**config.mk**
```make
export PLATFORM = sky130hd
export DESIGN_NAME = tick_timer_manager_unit
export DESIGN_NICKNAME = d
export VERILOG_FILES = /design/src/rtl/ttm_pkg.sv /design/src/rtl/ttm_ctrl.sv /design/src/rtl/ttm_dp.sv /design/src/rtl/tick_timer_manager_unit.sv
export SDC_FILE = /design/constraint.sdc
export NUM_CORES = 2
export LEC_CHECK = 0
export BUFFER_PORTS_ARGS = -buffer_cell sky130_fd_sc_hd__buf_2
export CORE_ASPECT_RATIO = 1.2
export CORE_MARGIN = 2
export CORE_UTILIZATION = 55
export DETAILED_ROUTE_END_ITERATION = 8
export GPL_ROUTABILITY_DRIVEN = 1
export PLACE_DENSITY = 0.71
export SYNTH_ARGS = -nofsm -noshare
export SYNTH_HDL_FRONTEND = slang
export SYNTH_HIERARCHICAL = 1
export SYNTH_SLANG_ARGS = --single-unit
```
**constraint.sdc**
```tcl
create_clock -name clk -period 37.1 [get_ports clk]
set_clock_uncertainty 0.1 [all_clocks]
set_input_delay 5.565 -clock clk [delete_from_list [all_inputs] [get_ports clk]]
set_output_delay 5.565 -clock clk [all_outputs]
set_load 0.005 [all_outputs]
```
**src/rtl/ttm_pkg.sv**
```systemverilog
// ---------------------------------------------------------------------------
// ttm_pkg: shared types and constants of the tick timer manager
// Holds the slot count, operation and result codes, the controller states
// and the command/status structs between the controller and the datapath.
// ---------------------------------------------------------------------------
package ttm_pkg;

	localparam int NUM_SLOTS = 16;
	localparam int SLOT_AW = (NUM_SLOTS > 1) ? $clog2(NUM_SLOTS) : 1;

	localparam logic [15:0] TPS_RESET = 16'd100;

	typedef enum logic [1:0] {
		FUNC_TICK  = 2'd0,
		FUNC_START = 2'd1,
		FUNC_STOP  = 2'd2,
		FUNC_QUERY = 2'd3
	} func_t;

	typedef enum logic [1:0] {
		KIND_EXPIRED  = 2'd0,
		KIND_ACCEPTED = 2'd1,
		KIND_REJECTED = 2'd2,
		KIND_QUERY    = 2'd3
	} kind_t;

	typedef enum logic [2:0] {
		ST_IDLE,
		ST_CALC,
		ST_EXEC,
		ST_SCAN,
		ST_FLUSH
	} state_t;

	typedef struct packed {
		logic capture;
		logic calc;
		logic exec;
		logic scan_step;
		logic flush;
	} ttm_cmd_t;

	typedef struct packed {
		func_t func;
		logic  due;
		logic  pend_valid;
		logic  out_free;
		logic  scan_last;
	} ttm_stat_t;

	// Ticks left from a wraparound difference; negative reads as zero.
	function automatic logic [30:0] clamp_left(input logic [31:0] d);
		clamp_left = d[31] ? 31'd0 : d[30:0];
	endfunction

endpackage

```
**src/rtl/ttm_ctrl.sv**
```systemverilog
// ---------------------------------------------------------------------------
// ttm_ctrl: sequencing controller of the tick timer manager
// Captures one operation at a time, steps the slot scan on a tick and
// issues the result pushes to the datapath.
// ---------------------------------------------------------------------------
module ttm_ctrl (
	input  logic               clk,
	input  logic               arst_n,
	input  logic               in_valid,
	output logic               in_ready,
	input  ttm_pkg::ttm_stat_t stat,
	output ttm_pkg::ttm_cmd_t  cmd
);
	import ttm_pkg::*;

	state_t state_q;
	state_t state_d;
	logic   scan_stall;

	// The held expiry can move out only when the output register frees up.
	assign scan_stall = stat.due && stat.pend_valid && !stat.out_free;

	always_ff @(posedge clk or negedge arst_n) begin
		if (!arst_n) begin
			state_q <= ST_IDLE;
		end else begin
			state_q <= state_d;
		end
	end

	always_comb begin
		state_d = state_q;
		case (state_q)
			ST_IDLE: begin
				if (in_valid) state_d = ST_CALC;
			end
			ST_CALC: begin
				state_d = (stat.func == FUNC_TICK) ? ST_SCAN : ST_EXEC;
			end
			ST_EXEC: begin
				if (stat.out_free) state_d = ST_IDLE;
			end
			ST_SCAN: begin
				if (!scan_stall && stat.scan_last) state_d = ST_FLUSH;
			end
			ST_FLUSH: begin
				if (!stat.pend_valid || stat.out_free) state_d = ST_IDLE;
			end
			default: begin
				state_d = ST_IDLE;
			end
		endcase
	end

	always_comb begin
		in_ready      = 1'b0;
		cmd           = '0;
		case (state_q)
			ST_IDLE: begin
				in_ready    = 1'b1;
				cmd.capture = in_valid;
			end
			ST_CALC: begin
				cmd.calc = 1'b1;
			end
			ST_EXEC: begin
				cmd.exec = stat.out_free;
			end
			ST_SCAN: begin
				cmd.scan_step = !scan_stall;
			end
			ST_FLUSH: begin
				cmd.flush = stat.pend_valid && stat.out_free;
			end
			default: begin
				in_ready = 1'b0;
			end
		endcase
	end

	a_idle_no_pend: assert property (@(posedge clk) disable iff (!arst_n)
		(state_q == ST_IDLE) |-> !stat.pend_valid)
		else $error("held expiry left over in idle");

	a_flush_done: assert property (@(posedge clk) disable iff (!arst_n)
		cmd.flush |=> (state_q == ST_IDLE))
		else $error("flush did not end the tick");

endmodule

```
**src/rtl/ttm_dp.sv**
```systemverilog
// ---------------------------------------------------------------------------
// ttm_dp: datapath of the tick timer manager
// Tick counter, slot register file, seconds scaling, expiry compare,
// held expiry stage and the output register.
// ---------------------------------------------------------------------------
module ttm_dp (
	input  logic               clk,
	input  logic               arst_n,
	input  ttm_pkg::ttm_cmd_t  cmd,
	output ttm_pkg::ttm_stat_t stat,
	input  logic               cfg_we,
	input  logic [15:0]        cfg_wdata,
	input  logic [1:0]         func,
	input  logic [3:0]         slot,
	input  logic [31:0]        period,
	input  logic               in_seconds,
	input  logic               repeat_req,
	input  logic [31:0]        tag,
	output logic               out_valid,
	input  logic               out_ready,
	output logic [1:0]         kind,
	output logic [3:0]         slot_out,
	output logic [31:0]        tag_out,
	output logic               running,
	output logic [30:0]        remaining,
	output logic [31:0]        now,
	output logic               last
);
	import ttm_pkg::*;

	// configuration and counter
	logic [15:0] tps_q;
	logic [31:0] now_q;

	// captured operation
	func_t       func_q;
	logic [3:0]  slot_q;
	logic [31:0] period_q;
	logic        in_sec_q;
	logic        rep_q;
	logic [31:0] tag_q;
	logic [31:0] t_q;
	logic [SLOT_AW-1:0] idx_q;

	// slot register file
	logic [31:0]          exp_q  [NUM_SLOTS];
	logic [31:0]          rel_q  [NUM_SLOTS];
	logic [31:0]          stag_q [NUM_SLOTS];
	logic [NUM_SLOTS-1:0] srep_q;
	logic [NUM_SLOTS-1:0] armed_q;

	// held expiry result
	logic        pend_valid_q;
	logic [3:0]  pend_slot_q;
	logic [31:0] pend_tag_q;
	logic        pend_run_q;
	logic [30:0] pend_rem_q;

	// output register
	logic        out_valid_q;
	kind_t       kind_q;
	logic [3:0]  slot_out_q;
	logic [31:0] tag_out_q;
	logic        running_q;
	logic [30:0] remaining_q;
	logic [31:0] now_out_q;
	logic        last_q;

	logic [SLOT_AW-1:0] rd_addr;
	logic        slot_ok;
	logic        rd_armed;
	logic        rd_rep;
	logic [31:0] rd_exp;
	logic [31:0] rd_rel;
	logic [31:0] rd_tag;
	logic [31:0] diff;
	logic [30:0] left;
	logic        due;
	logic        expire;
	logic        out_free;
	logic        push;
	logic [31:0] prod;

	kind_t       r_kind;
	logic        r_run;
	logic [30:0] r_rem;
	logic        do_arm;
	logic        do_disarm;

	assign rd_addr  = (func_q == FUNC_TICK) ? idx_q : SLOT_AW'(slot_q);
	assign slot_ok  = (32'(slot_q) < 32'(NUM_SLOTS));
	assign rd_armed = armed_q[rd_addr];
	assign rd_rep   = srep_q[rd_addr];
	assign rd_exp   = exp_q[rd_addr];
	assign rd_rel   = rel_q[rd_addr];
	assign rd_tag   = stag_q[rd_addr];
	assign diff     = rd_exp - now_q;
	assign left     = rd_armed ? clamp_left(diff) : 31'd0;
	assign due      = rd_armed && ((diff == 32'd0) || diff[31]);
	assign expire   = cmd.scan_step && due;
	assign out_free = !out_valid_q || out_ready;
	assign push     = cmd.exec || cmd.flush || (expire && pend_valid_q);
	// seconds scaling wraps at 32 bits
	assign prod     = period_q * 32'(tps_q);

	assign stat.func       = func_q;
	assign stat.due        = due;
	assign stat.pend_valid = pend_valid_q;
	assign stat.out_free   = out_free;
	assign stat.scan_last  = (idx_q == SLOT_AW'(NUM_SLOTS - 1));

	// single-result operations
	always_comb begin
		r_kind    = KIND_QUERY;
		r_run     = 1'b0;
		r_rem     = 31'd0;
		do_arm    = 1'b0;
		do_disarm = 1'b0;
		case (func_q)
			FUNC_START: begin
				if (!slot_ok || rd_armed) begin
					r_kind = KIND_REJECTED;
					r_run  = slot_ok && rd_armed;
					r_rem  = slot_ok ? left : 31'd0;
				end else begin
					r_kind = KIND_ACCEPTED;
					r_run  = 1'b1;
					r_rem  = clamp_left(t_q);
					do_arm = 1'b1;
				end
			end
			FUNC_STOP: begin
				if (!slot_ok) begin
					r_kind = KIND_REJECTED;
				end else begin
					r_kind    = KIND_ACCEPTED;
					do_disarm = 1'b1;
				end
			end
			FUNC_QUERY: begin
				r_kind = KIND_QUERY;
				r_run  = slot_ok && rd_armed;
				r_rem  = slot_ok ? left : 31'd0;
			end
			default: begin
				r_kind = KIND_EXPIRED;
			end
		endcase
	end

	always_ff @(posedge clk or negedge arst_n) begin
		if (!arst_n) begin
			tps_q <= TPS_RESET;
			now_q <= '0;
		end else begin
			if (cfg_we) tps_q <= cfg_wdata;
			if (cmd.capture && (func == FUNC_TICK)) now_q <= now_q + 32'd1;
		end
	end

	always_ff @(posedge clk) begin
		if (cmd.capture) begin
			func_q   <= func_t'(func);
			slot_q   <= slot;
			period_q <= period;
			in_sec_q <= in_seconds;
			rep_q    <= repeat_req;
			tag_q    <= tag;
			idx_q    <= '0;
		end else if (cmd.scan_step) begin
			idx_q <= idx_q + SLOT_AW'(1);
		end
		if (cmd.calc) t_q <= in_sec_q ? prod : period_q;
	end

	// slot payload has no reset: read only while armed
	always_ff @(posedge clk) begin
		if (cmd.exec && do_arm) begin
			exp_q[rd_addr]  <= now_q + t_q;
			rel_q[rd_addr]  <= t_q;
			stag_q[rd_addr] <= tag_q;
			srep_q[rd_addr] <= rep_q;
		end else if (expire && rd_rep) begin
			exp_q[rd_addr] <= now_q + rd_rel;
		end
	end

	always_ff @(posedge clk or negedge arst_n) begin
		if (!arst_n) begin
			armed_q <= '0;
		end else begin
			if (cmd.exec && do_arm) begin
				armed_q[rd_addr] <= 1'b1;
			end else if (cmd.exec && do_disarm) begin
				armed_q[rd_addr] <= 1'b0;
			end else if (expire && !rd_rep) begin
				armed_q[rd_addr] <= 1'b0;
			end
		end
	end

	// hold each expiry until the next one shows whether it is the final one
	always_ff @(posedge clk or negedge arst_n) begin
		if (!arst_n) begin
			pend_valid_q <= 1'b0;
		end else if (expire) begin
			pend_valid_q <= 1'b1;
		end else if (cmd.flush) begin
			pend_valid_q <= 1'b0;
		end
	end

	always_ff @(posedge clk) begin
		if (expire) begin
			pend_slot_q <= 4'(idx_q);
			pend_tag_q  <= rd_tag;
			pend_run_q  <= rd_rep;
			pend_rem_q  <= rd_rep ? clamp_left(rd_rel) : 31'd0;
		end
	end

	always_ff @(posedge clk or negedge arst_n) begin
		if (!arst_n) begin
			out_valid_q <= 1'b0;
		end else begin
			out_valid_q <= push || (out_valid_q && !out_ready);
		end
	end

	always_ff @(posedge clk) begin
		if (cmd.exec) begin
			kind_q      <= r_kind;
			slot_out_q  <= slot_q;
			tag_out_q   <= '0;
			running_q   <= r_run;
			remaining_q <= r_rem;
			now_out_q   <= now_q;
			last_q      <= 1'b1;
		end else if (push) begin
			kind_q      <= KIND_EXPIRED;
			slot_out_q  <= pend_slot_q;
			tag_out_q   <= pend_tag_q;
			running_q   <= pend_run_q;
			remaining_q <= pend_rem_q;
			now_out_q   <= now_q;
			last_q      <= cmd.flush;
		end
	end

	assign out_valid = out_valid_q;
	assign kind      = kind_q;
	assign slot_out  = slot_out_q;
	assign tag_out   = tag_out_q;
	assign running   = running_q;
	assign remaining = remaining_q;
	assign now       = now_out_q;
	assign last      = last_q;

	a_push_free: assert property (@(posedge clk) disable iff (!arst_n)
		push |-> (!out_valid_q || out_ready))
		else $error("result pushed over a waiting result");

	a_tick_inc: assert property (@(posedge clk) disable iff (!arst_n)
		(cmd.capture && (func == FUNC_TICK)) |=> (now_q == $past(now_q) + 32'd1))
		else $error("tick did not advance the counter");

endmodule

```
**src/rtl/tick_timer_manager_unit.sv**
```systemverilog
// ---------------------------------------------------------------------------
// tick_timer_manager_unit: bank of software-style timer slots
// Start, stop and query pass capture, calc and exec; exec waits for a free
// output register. A tick scans one slot per cycle through a single
// register-file port unless a held expiry waits on the output, then flushes.
// One operation is in flight at a time. Reset clears the tick counter and
// all armed flags and loads ticks_per_second with 100; no clearing pass.
// ---------------------------------------------------------------------------
module tick_timer_manager_unit (
	input  logic        clk,
	input  logic        arst_n,
	input  logic        cfg_we,
	input  logic [15:0] cfg_wdata,
	input  logic        in_valid,
	output logic        in_ready,
	input  logic [1:0]  func,
	input  logic [3:0]  slot,
	input  logic [31:0] period,
	input  logic        in_seconds,
	input  logic        repeat_req,
	input  logic [31:0] tag,
	output logic        out_valid,
	input  logic        out_ready,
	output logic [1:0]  kind,
	output logic [3:0]  slot_out,
	output logic [31:0] tag_out,
	output logic        running,
	output logic [30:0] remaining,
	output logic [31:0] now,
	output logic        last
);
	import ttm_pkg::*;

	ttm_cmd_t  cmd;
	ttm_stat_t stat;

	ttm_ctrl u_ctrl (
		.clk      (clk),
		.arst_n   (arst_n),
		.in_valid (in_valid),
		.in_ready (in_ready),
		.stat     (stat),
		.cmd      (cmd)
	);

	ttm_dp u_dp (
		.clk        (clk),
		.arst_n     (arst_n),
		.cmd        (cmd),
		.stat       (stat),
		.cfg_we     (cfg_we),
		.cfg_wdata  (cfg_wdata),
		.func       (func),
		.slot       (slot),
		.period     (period),
		.in_seconds (in_seconds),
		.repeat_req (repeat_req),
		.tag        (tag),
		.out_valid  (out_valid),
		.out_ready  (out_ready),
		.kind       (kind),
		.slot_out   (slot_out),
		.tag_out    (tag_out),
		.running    (running),
		.remaining  (remaining),
		.now        (now),
		.last       (last)
	);

endmodule

```
==> metrics.md <==
| Metric | Value |
|---|---|
| Vias in the first global route | `~56000` |
| Crit-path most repeated cell | `buf_4` |
| Global-route wire length before repair | `between 300000 and 400000 um` |
| Die height | `439 um` |
| Detailed-route via count | `between 50000 and 60000` |
| CTS buffer count | `about 180` |
| Maximum vdd drop | `about 0.26 mV` |
| I/O Buffers | `a little under 200` |
| Mapped Avg Cell Area | `around 13 um^2` |
| Core area | `between 150000 and 200000 um^2` |
| Pwr dens | `around 110 nW/um^2` |
| Chip width | `367 um` |
| Post-CTS Hold Buffers | `0` |
| Cell variety after synth | `between 80 and 90` |
| Placement Rows | `roughly 160` |
| Pleak | `34.1 nW` |
| Main flop type after synthesis | `edfxtp_1` |
| H-tree depth | `4` |
| Clock transition at the registers of the reported paths | `0.06 ns` |
| Largest family of logic cells by synthesized area | `compound AO/OA/AOI/OAI gates` |
| Simple-Gate Fraction of Synth Area | `under 10%` |
| Cell taking the most area after synthesis | `edfxtp_1` |
| Overall Global Routing Usage | `approximately 29%` |
| Register area share after synthesis | `64.9%` |
| Compound-Gate Fraction of Synth Area | `roughly a tenth` |
| Synth Register Bits | `between 1500 and 2000` |
| Pre-Repair DR Iteration Count | `8` |
| RSZ-0062 raised after global routing | `false` |
| Initial antenna violation count | `3` |
| Status | `finished clean` |
| Drc violations | `0` |
| Crit path arrival time | `approximately 14 ns` |
| Critical path launch point type | `flip-flop` |
| Per-cell routed wire length | `26.1 um` |
| Yosys top cell area share | `~62%` |
| Initial Utilization | `a little under three fifths` |
| Clk_lat worst skew | `about 0.84 ns` |
| XOR/XNOR Fraction of Synth Area | `1.35%` |
| CTS tree | `done` |
| Routability cong. | `approximately 0.93` |
| Max-slew violations | `0` |
| Layout cells sized above 1 | `between 10% and 20%` |
| Top-Level Pins | `just under 200` |
| Slowest stage delay, CP | `approximately 0.84 ns` |
| Mux share of post-synthesis cell area | `2.36%` |
| Synth Warn # | `6` |
| Netlist Area Pre-Place | `86800 um^2` |
| Hold Violations, Final | `0` |
| Worst Path Required | `between 30 and 40 ns` |
| Area grow syn2layout | `10.7%` |
| Max clock buf depth | `3` |
| DIE AREA | `161000 um^2` |
| GRT overflow | `0` |
| Largest net degree at the start of global routing | `roughly 140` |
| Hold Crit Class | `reg2reg` |
| Worst Tran Pin Value | `roughly 1.3 ns` |
| Post-Syn Nets | `7036` |
| Place WS | `between 20 and 25 ns` |
| Critical path class | `reg2reg` |
| Slowest CP cell | `buf_4` |
| Worst reg2reg setup slack | `between 20 and 25 ns` |
| Syn Inst Count | `around 6500` |
| Post-CTS Setup Inserts | `0` |
| Final worst setup slack | `about 23 ns` |
| Max Cap Violations | `0` |
| Fmax | `between 70 and 80 MHz` |
| Cts repair resizes | `0` |
| 1st-iter DRT viols | `6421` |
| Critical-path maximum fanout | `75` |
| Final setup viols | `0` |
| Fin crit share | `between 30% and 40%` |
| DRT antenna net count | `0` |
| Top area cells in the synthesized netlist | `edfxtp_1, fa_1, nand2_1, a21oi_1, dfrtp_1` |
| Root buffer cell | `clkbuf_16` |
| Detailed-placement wirelength estimate | `roughly 130000 um` |
| Max-slew headroom | `between 10 and 15%` |
| Crit path capture type | `flip-flop` |
| Async SR Flop Fraction | `under 10%` |
| Post-synth EDFFs | `~1800` |
| Nets | `a little over 7000` |
| CTS sink count | `between 1500 and 2000` |
| Synth cell count leaders | `edfxtp_1, nand2_1, inv_1, a21oi_1, clkbuf_1` |
| Vias per inst | `roughly 6.2` |
| Fin Setup TNS | `0 ns` |
| Post-synthesis adder-cell area fraction | `around 8.9%` |
| Top-count cell post-synth | `edfxtp_1` |
| Final min period | `about 14 ns` |
| DRT Wirelength | `approximately 230000 um` |
## layer usage
layer / GRT usage, % / routed length (um) / vias to the layer above
met5: 0 / 0 / -
met4: 12.4 / 10000 / 0
met3: 4.64 / 20100 / 605
met2: 47.9 / 113000 / 2877
met1: 36.9 / 88000 / 27900
li1: - / - / 24000
## per-stage QoR
stage / utilization [%] / cell area [um^2] / total power [mW] / hold WS (ns) / instances
after floorplan: - / 86800 / 7.32 / 0.306 / 6508
after global placement: 57.5 / 90100 / 8.64 / 0.365 / 8534
after detailed placement: 57.5 / 90100 / 8.74 / 0.372 / 8534
after CTS: 61.3 / 96000 / 10.6 / 0.383 / 8864
after global routing: 61.3 / 96000 / 11.4 / 0.405 / 8864
final: 61.3 / 96000 / 10.6 / 0.384 / 8865
## power by group
part,switching (mW),internal [mW],total [mW]
logic,3.34,2.37,5.71
registers,0.157,2.92,3.08
clock network,0.795,1.04,1.84
## state kept, by name, summed over array words and instances, names as in the netlist, 32 cells and up, named ones only
register         flops
u_dp/pend_tag_q     32
u_dp/stag_q        512
u_dp/tag_out        32
u_dp/now            32
u_dp/tag_q          32
u_dp/t_q            32
u_dp/now_q          32
u_dp/period_q       32
u_dp/exp_q         512
u_dp/rel_q         512
## path summary, 6_finish.rpt
path,startpoint,end,depth (start not counted)
setup / recovery,u_dp/func_q[0],u_dp/exp_q[15][26],39
hold / removal,u_dp/pend_tag_q[6],u_dp/tag_out[6],2
setup reg to reg,u_dp/func_q[0],u_dp/exp_q[15][26],39
hold reg to reg,u_dp/pend_tag_q[6],u_dp/tag_out[6],2
max in group asynchronous,arst_n,u_dp/now_q[0],2
min in group asynchronous,arst_n,u_dp/tps_q[8],1
## logic make-up after synthesis
logic type | after synthesis
flip-flops | 1900
AND/OR/NAND/NOR | 1770
adder cells (fa/ha/maj) | 435
multiplexers | 186
buffers and inverters | 760
AO/OA/AOI/OAI | 1323
XOR/XNOR | 134
## critical path: cells and delay by family (launching register included)
kind | cells | cell delay (ns)
AOI/OAI and AO/OA | 16 | 5.08
adders and majority gates | 3 | 1.00
buffers and inverters | 4 | 1.57
DFF | 1 | 0.33
muxes | 2 | 1.01
and+or+nand+nor | 14 | 4.36
## cells in the final DEF (no fill, tap or decap), types with 22 or more instances in the layout
master / count
mux2i_1: 103
a221o_1: 67
dfxtp_1: 37
fa_1: 306
a21oi_1: 362
o21ai_0: 182
inv_1: 363
dfrtp_1: 66
mux2_2: 46
ha_1: 129
a31oi_1: 43
nor3_1: 51
nor2_4: 34
nand3_1: 105
nor2_1: 134
buf_4: 131
clkinv_2: 31
and2_1: 147
a311oi_1: 92
edfxtp_1: 1794
a21o_1: 38
nand2_1: 1182
clkinv_1: 28
a221oi_1: 135
buf_2: 196
o22ai_1: 143
clkbuf_16: 179
clkbuf_1: 37
xnor2_1: 101
xor2_1: 33
nand4_1: 22
o211ai_1: 73
a22oi_1: 85
## cell type report
| class | count | area, um^2 |
|---|---|---|
| Tap cell | 2093 | 2620 |
| Antenna cell | 1 | 2.50 |
| Clock inverter | 99 | 1100 |
| Inverter | 364 | 1370 |
| Timing Repair Buffer | 329 | 2000 |
| Sequential cell | 1900 | 56300 |
| Clock buffer | 231 | 4820 |
| Multi-Input combinational cell | 3848 | 27800 |
| Fill cell | 11600 | 60500 |
(Power assumes the default switching activity.)
